[src/rtl/core/longest_subarray_target_sum_top_defines.svh]
// assertion macros shared by the longest subarray target sum rtl
// no dependencies; files that check their logic include this header
`ifndef LONGEST_SUBARRAY_TARGET_SUM_TOP_DEFINES_SVH
`define LONGEST_SUBARRAY_TARGET_SUM_TOP_DEFINES_SVH
`ifndef SYNTHESIS
`define LSTS_ASSERT_IMP(label, clk, rst, ante, cons) \
   label: assert property (@(posedge clk) disable iff (rst) (ante) |-> (cons)) \
      else $error("same-cycle check failed");
`define LSTS_ASSERT_NXT(label, clk, rst, ante, cons) \
   label: assert property (@(posedge clk) disable iff (rst) (ante) |=> (cons)) \
      else $error("next-cycle check failed");
`else
`define LSTS_ASSERT_IMP(label, clk, rst, ante, cons)
`define LSTS_ASSERT_NXT(label, clk, rst, ante, cons)
`endif
`endif

[src/rtl/core/lsts_pkg.sv]
// shared types and fixed field widths for the longest subarray target sum block
// no dependencies
package lsts_pkg;

   localparam int TGT_W = 11;
   localparam int OUT_W = 11;

   typedef struct packed {
      logic [OUT_W-1:0] removals;
      logic             found;
      logic             too_long;
   } rsp_type;

   typedef struct packed {
      logic [2:0] count;
      logic       full;
   } q_status_type;

endpackage

[src/rtl/core/lsts_rsp_queue.sv]
// four-entry result queue between the lookup pipeline and the rsp channel
// depends on lsts_pkg
module lsts_rsp_queue (
   input  logic                   clock,
   input  logic                   reset,
   input  logic                   push,
   input  lsts_pkg::rsp_type      push_data,
   output logic                   out_valid,
   input  logic                   out_ready,
   output lsts_pkg::rsp_type      out_data,
   output lsts_pkg::q_status_type status
);

   lsts_pkg::rsp_type q_ff [4];
   logic [1:0]        wr_ptr_ff, wr_ptr_in;
   logic [1:0]        rd_ptr_ff, rd_ptr_in;
   logic [2:0]        count_ff, count_in;
   logic              pop;

   assign out_valid = (count_ff != 3'd0);
   assign out_data  = q_ff[rd_ptr_ff];
   assign pop       = out_valid && out_ready;

   always_comb begin
      wr_ptr_in = push ? (wr_ptr_ff + 2'd1) : wr_ptr_ff;
      rd_ptr_in = pop ? (rd_ptr_ff + 2'd1) : rd_ptr_ff;
      count_in  = count_ff + {2'b0, push} - {2'b0, pop};
   end

   always_ff @(posedge clock) begin
      if (reset) begin
         wr_ptr_ff <= 2'd0;
         rd_ptr_ff <= 2'd0;
         count_ff  <= 3'd0;
      end else begin
         wr_ptr_ff <= wr_ptr_in;
         rd_ptr_ff <= rd_ptr_in;
         count_ff  <= count_in;
      end
   end

   always_ff @(posedge clock) begin
      if (push) begin
         q_ff[wr_ptr_ff] <= push_data;
      end
   end

   assign status.count = count_ff;
   assign status.full  = (count_ff == 3'd4);

endmodule

[config.mk]
export PLATFORM = sky130hd
export DESIGN_NAME = lsts_rsp_queue
export DESIGN_NICKNAME = d
export VERILOG_FILES = /design/src/rtl/core/longest_subarray_target_sum_top_defines.svh /design/src/rtl/core/lsts_pkg.sv /design/src/rtl/core/lsts_rsp_queue.sv
export SDC_FILE = /design/constraint.sdc
export NUM_CORES = 1
export LEC_CHECK = 0
export BUFFER_PORTS_ARGS = -buffer_cell sky130_fd_sc_hd__buf_2
export CORE_MARGIN = 1.5
export CORE_UTILIZATION = 45
export DETAILED_ROUTE_END_ITERATION = 8
export PLACE_DENSITY = 0.65
export SLEW_MARGIN = 10
export SYNTH_ARGS = -nofsm -noshare
export SYNTH_HDL_FRONTEND = slang
export SYNTH_SLANG_ARGS = --single-unit
[constraint.sdc]
create_clock -name clock -period 2.1 [get_ports clock]
set_clock_uncertainty 0.05 [all_clocks]
set_input_delay 0.525 -clock clock [delete_from_list [all_inputs] [get_ports clock]]
set_output_delay 0.525 -clock clock [all_outputs]
set_load 0.02 [all_outputs]
==> results of run 1 <==
## how the worst max path moves through the flow
stage	cells past startpoint	end	startpoint
5_1_grt	3	out_data[3]	flip-flop
4_1_cts	3	out_data[3]	flip-flop
2_1_floorplan	7	count_ff[2]$_SDFF_PP0_	count_ff[0]$_SDFF_PP0_
3_3_place_gp	8	count_ff[2]$_SDFF_PP0_	out_ready
6_report	3	out_data[3]	flip-flop
3_5_place_dp	8	count_ff[2]$_SDFF_PP0_	out_ready
## cell type report
cell class,instances,area (um2)
fillers,419,2167
repair buffers,42,321.6
flip-flops and latches,61,1747
clock buffers,14,152.6
clock inverters,2,10.01
inverters,6,22.52
multi-input cells,43,566.8
well taps,70,87.58
## flip-flops by register name (all words and copies together) (netlist names), named ones only
register and count:
q_ff 52, count_ff 3, rd_ptr_ff 2, wr_ptr_ff 2
## synthesized netlist by cell type
master,count,share of area [%]
edfxtp_1,52,66
mux4_2,10,9.5
dfxtp_1,9,7.6
ha_1,6,3.2
inv_1,6,0.95
nor2_1,5,0.80
and2_1,4,1.1
nor2b_1,4,1.1
mux4_1,3,3.3
mux2_1,2,0.95
and3_1,1,0.27
buf_2,1,0.21
buf_6,1,0.48
clkbuf_1,1,0.16
fa_1,1,0.85
mux2_2,1,0.48
mux2i_1,1,0.42
o311ai_1,1,0.37
o31a_1,1,0.37
or3_1,1,0.27
xnor2_1,1,0.37
xor3_1,1,1.0
## repair_timing
action                                  in CTS  in global routing
buffers inserted                             0                  0
endpoints found under the setup margin      12                 11
resized for setup                           17                 16
## routing by layer
metal,track usage [%],wire length (um),vias to the layer above
met1,16.77,1539,565
li1,-,-,541
met5,0,0,-
met4,9.524,87,0
met3,4.365,148,9
met2,25.63,1973,34
## cells in the final DEF (no fill, tap or decap), types with 2 or more instances in the layout
cell | netlist | routed
mux2_1 | 2 | 2
nor2b_1 | 4 | 4
ha_1 | 6 | 6
clkbuf_8 | 0 | 10
dfxtp_1 | 9 | 7
mux4_2 | 10 | 12
buf_4 | 0 | 6
edfxtp_1 | 52 | 52
and2_1 | 4 | 4
clkinv_2 | 0 | 2
inv_1 | 6 | 6
buf_2 | 1 | 22
clkbuf_1 | 1 | 4
buf_6 | 1 | 13
nor2_1 | 5 | 5
## worst max-delay path, stage by stage (launching register included)
cell,delay [ns]
dfxtp_4,0.37
buf_12,0.14
mux4_2,0.52
buf_6,0.15
## power groups by stage
stage          logic [mW]  clock network (mW)  registers, mW
3_5_place_dp        0.790                   0           1.50
6_report            0.908               0.845           1.49
3_3_place_gp        0.766                   0           1.49
4_1_cts             0.853               0.875           1.49
2_1_floorplan       0.532                   0           1.52
5_1_grt             0.996               0.914           1.50
## cells by family (layout without fill, tap and decap cells)
group           count (synthesis)  after routing  synth area share, %
buf+inv                         9             64                1.803
compound gates                  2              2               0.7428
mux                            17             17                14.75
simple gates                   15             15                3.448
xor+xnor                        2              2                1.379
flops                          61             61                73.85
fa+ha+maj                       7              7                4.032
==> run summary, run 1 <==
Clock sink count - 61
Fin nets - 187
Period minus WS final - 2.086 ns
Final Util - 57.30%
Hpwl dp - 2502 um
Clock share of power - 26.1%
Routed WL - 3748 um
Clock buffer depth - 2
Initial drt markers - 93
Power Density - 1115 mW/mm2
Status - completed
Clk slew on worst S/H paths - 0.06 ns
Avg Cell Area, Syn - 20.87 um2
Hold_ws - 0.3672 ns
Full die area - 0.005684 mm2
Worst Hold Class - input pin to flip-flop
Gr usage total - 15.13%
GR Overflow Total - 0
Vias in the first global route - 1229
IO Count - 35
Worst-Margin Slew - 0.3229 ns
RSZ-0062 raised after global routing - true
Placed insts - 222
Setup TNS - 0 ns
Initial Utilization - 46.47%
Hold Path Cell Cnt - 1
Combinational group share of total power - 28.0%
Crit. End Element - output port
Int Pwr - 2.360 mW
First-pass DRT Iterations - 4
Max Slew Vio Count - 0
Clock latency on the worst-skew pair - 0.32 ns
Max-Cap Viols - 0
Inserted Clock Buffers - 9
Routed len/inst - 15.75 um
Vias post-DR - 1149
P_sw - 0.8813 mW
Initial antenna violation count - 0
Synth Cell Area - 0.002359 mm2
Global placement routability congestion - 0.6914
WHS Endpoint - q_ff[0][11]$_DFFE_PP_
Max Clk Rate - 0.4793 GHz
Core region area - 0.005075 mm2
Relative slew slack - 78.14%
Yosys cell types - 22
H-tree depth - 3
Yosys reg bits - 61
Peak VDD IR - 0.0006960 V
# setup viols final - 0
Num rows - 26
Diodes inserted - 0
Sequential share of power - 45.9%
Max FO, Critical Path - 8
Critical Path RT - 1.52 ns
Element type at the critical path start - flip-flop
Cell area after placement - 0.002656 mm2
Power, Total - 3.242 mW
Worst reg2reg path depth - 7
Post-synthesis cell count - 113
Data arrival, critical path - 1.51 ns
Layout cells sized above 1 - 41.07%
Worst R2R Setup Slack - 0.11 ns
Design area - 0.002908 mm2
DRC viols - 0
Ys Warns - 0
Reg-to-Reg End - count_ff[2]$_SDFF_PP0_
CP Class - flip-flop to output port
Final Hold Fails - 0
Leakage power - 1.072 nW
CTS tree - built
Syn nets - 137
Sw Ratio - 27.19%
Final Cycle Share - 99.35%
Final worst slack - 0.01363 ns
Vias per cell - 4.828
Register area share after synthesis - 73.85%
ANT nets after route - 0
Chip Width - 75.40 um
Final Non-Filler Cells - 238
Pin count of the biggest net entering global routing - 14
Port bufs - 34
Hold Startpoint - push_data[11]
Worst slack at placement - 0.03027 ns
# hold bufs at CTS - 0
First-pass GRT wire length - 5851 um
Root Buffer Master - clkbuf_8
Die Y - 75.40 um
Layout area overhead - 23.29%
Worst reg2reg startpoint - count_ff[1]$_SDFF_PP0_
Power figures use the tool's default switching activity.
==> run 2, diff against run 1 <==
--- a/config.mk
+++ b/config.mk
@@ -9,7 +9,9 @@
 export CORE_MARGIN = 1.5
 export CORE_UTILIZATION = 45
 export DETAILED_ROUTE_END_ITERATION = 8
+export MAX_ROUTING_LAYER = met4
 export PLACE_DENSITY = 0.65
+export RECOVER_POWER = 100
 export SLEW_MARGIN = 10
 export SYNTH_ARGS = -nofsm -noshare
 export SYNTH_HDL_FRONTEND = slang
==> run 2 against run 1 <==
Critical path depth unchanged. Largest cell class unchanged. Via count unchanged. Worst setup slack got worse by 0.0063 ns.
==> run summary, run 2 (synthesized netlist as in run 1, its figures left out) <==
Full die area - 0.005684 mm2 (unchanged)
Most common cell after layout, fill and taps aside - edfxtp_1
Crit path buf inv count - 2 (unchanged)
First-pass GRT wire length - 5858 um (+0.12%)
Commonest cells after routing, fill and taps aside - edfxtp_1 (52), clkbuf_1 (26), buf_6 (13)
ANT nets after route - 0 (unchanged)
Max FO, Critical Path - 8 (unchanged)
Max Slew Vio Count - 0 (unchanged)
Area of the multi-input gates - 566.8 um2 (unchanged)
Fin nets - 187 (unchanged)
Worst R2R Setup Slack - 0.11 ns (about the same)
GR Overflow Total - 0 (unchanged)
Element type at the critical path start - flip-flop
Worst slack at placement - 0.03027 ns (unchanged)
Routed WL - 3704 um (-1.2%)
Final Non-Filler Cells - 238 (unchanged)
Leakage power - 0.9999 nW (-6.7%)
Setup crit end - out_data[3]
Final worst slack - 0.007326 ns (-0.006308 ns)
Core region area - 0.005075 mm2 (unchanged)
Diodes inserted - 0 (unchanged)
Biggest register - q_ff
Crit. End Element - output port
RSZ-0062 raised after global routing - true
Global placement routability congestion - 0.6988 (+1.1%)
Layout cells sized above 1 - 27.38% (-14 points)
Final Cycle Share - 99.65% (+0.30 points)
Worst reg2reg startpoint - count_ff[1]$_SDFF_PP0_
Relative slew slack - 43.05% (-35 points)
Worst-Margin Slew - 0.8543 ns (+0.5315 ns)
Final Hold Fails - 0 (unchanged)
Vias per cell - 4.828 (unchanged)
Clock latency on the worst-skew pair - 0.32 ns (about the same)
Clock sink count - 61 (unchanged)
Max Clk Rate - 0.4779 GHz (-0.30%)
Placed insts - 222 (unchanged)
DRC viols - 0 (unchanged)
Routed len/inst - 15.56 um (-1.2%)
Fillers - 432 (+3.1%)
Inserted Clock Buffers - 9 (unchanged)
H-tree depth - 3 (unchanged)
CP Class - flip-flop to output port
Power Density - 1121 mW/mm2 (+0.58%)
Crit path cell chain - buf_12 > mux4_2 > buf_6
Crit path depth - 3 (unchanged)
Register area - 0.001747 mm2 (unchanged)
Vias post-DR - 1149 (unchanged)
Critical Path RT - 1.52 ns (about the same)
Worst path slowest cell - mux4_2
Max-Cap Viols - 0 (unchanged)
Clk slew on worst S/H paths - 0.06 ns (about the same)
Initial drt markers - 114 (+23%)
Cell family with most CP delay - multiplexers
Data arrival, critical path - 1.52 ns (about the same)
Peak VDD IR - 0.0006803 V (-2.3%)
First-pass DRT Iterations - 4 (unchanged)
Status - completed
# hold bufs at CTS - 0 (unchanged)
CTS tree - built
Initial Utilization - 46.47% (unchanged)
Root Buffer Master - clkbuf_8
# setup viols final - 0 (unchanged)
Clock buffer depth - 2 (unchanged)
Largest register FFs - 52 (unchanged)
IO Count - 35 (unchanged)
Vias in the first global route - 1230 (+0.081%)
Die Y - 75.40 um (unchanged)
Gr usage total - 15.79% (+0.66 points)
Biggest regs - q_ff (52), count_ff (3)
Worst reg2reg path depth - 7 (unchanged)
Pin count of the biggest net entering global routing - 14 (unchanged)
Num rows - 26 (unchanged)
Chip Width - 75.40 um (unchanged)
Initial antenna violation count - 0 (unchanged)
Reg-to-Reg End - count_ff[2]$_SDFF_PP0_
Max incr delay on CP - 0.53 ns (about the same)
Period minus WS final - 2.093 ns (+0.006308 ns)
Worst Hold Class - input pin to flip-flop
Port bufs - 34 (unchanged)
Hpwl dp - 2502 um (unchanged)
Layout area overhead - 21.70%
[run 2: worst min path at each step]
stage / slack, ns / start / cells past startpoint / endpoint
4_1_cts: 0.35 / push_data[11] / 1 / q_ff[0][11]$_DFFE_PP_
5_1_grt: 0.40 / push_data[11] / 1 / q_ff[1][11]$_DFFE_PP_
2_1_floorplan: 0.46 / wr_ptr_ff[1]$_SDFFE_PP0P_ / 2 / wr_ptr_ff[1]$_SDFFE_PP0P_
6_report: 0.41 / push_data[11] / 1 / q_ff[0][11]$_DFFE_PP_
3_5_place_dp: 0.51 / wr_ptr_ff[1]$_SDFFE_PP0P_ / 2 / wr_ptr_ff[1]$_SDFFE_PP0P_
3_3_place_gp: 0.49 / wr_ptr_ff[1]$_SDFFE_PP0P_ / 2 / wr_ptr_ff[1]$_SDFFE_PP0P_
[run 2: report_power, final]
group | switching (mW) | total [mW] | internal (mW)
Combinational | 0.424 | 0.887 | 0.464
Clock | 0.387 | 0.845 | 0.458
Sequential | 0.0676 | 1.49 | 1.42
[run 2: what timing repair did]
item                       CTS  global route
setup endpoints to repair   12            11
gates cloned                 0             0
resized for setup           17            16
buffers inserted             0             0
[run 2: metal layers]
metal	wire, um	track usage [%]
met4	83	7.738
met5	0	-
met2	1958	25.63
met1	1518	16.95
met3	143	6.085
[run 2: cell type report]
class                           count  area share, %
Clock buffer                       14          5.318
Clock inverter                      2         0.3487
Inverter                            6         0.7847
Multi-Input combinational cell     43          19.75
Sequential cell                    61          60.85
Tap cell                           70          3.051
Timing Repair Buffer               42          9.895
[run 2: stage by stage]
step                area, um2  total power, mW  hold WS [ns]  TNS [ns]  utilization (%)
global route             2870            3.396        0.3993   -0.2756            56.56
floorplan                2359            2.048        0.4636         0                -
CTS                      2858            3.216        0.3459  -0.01137            56.31
global placement         2656            2.260        0.4855         0            52.34
detailed placement       2656            2.292        0.5054         0            52.34
finish                   2870            3.218        0.4068         0            56.56
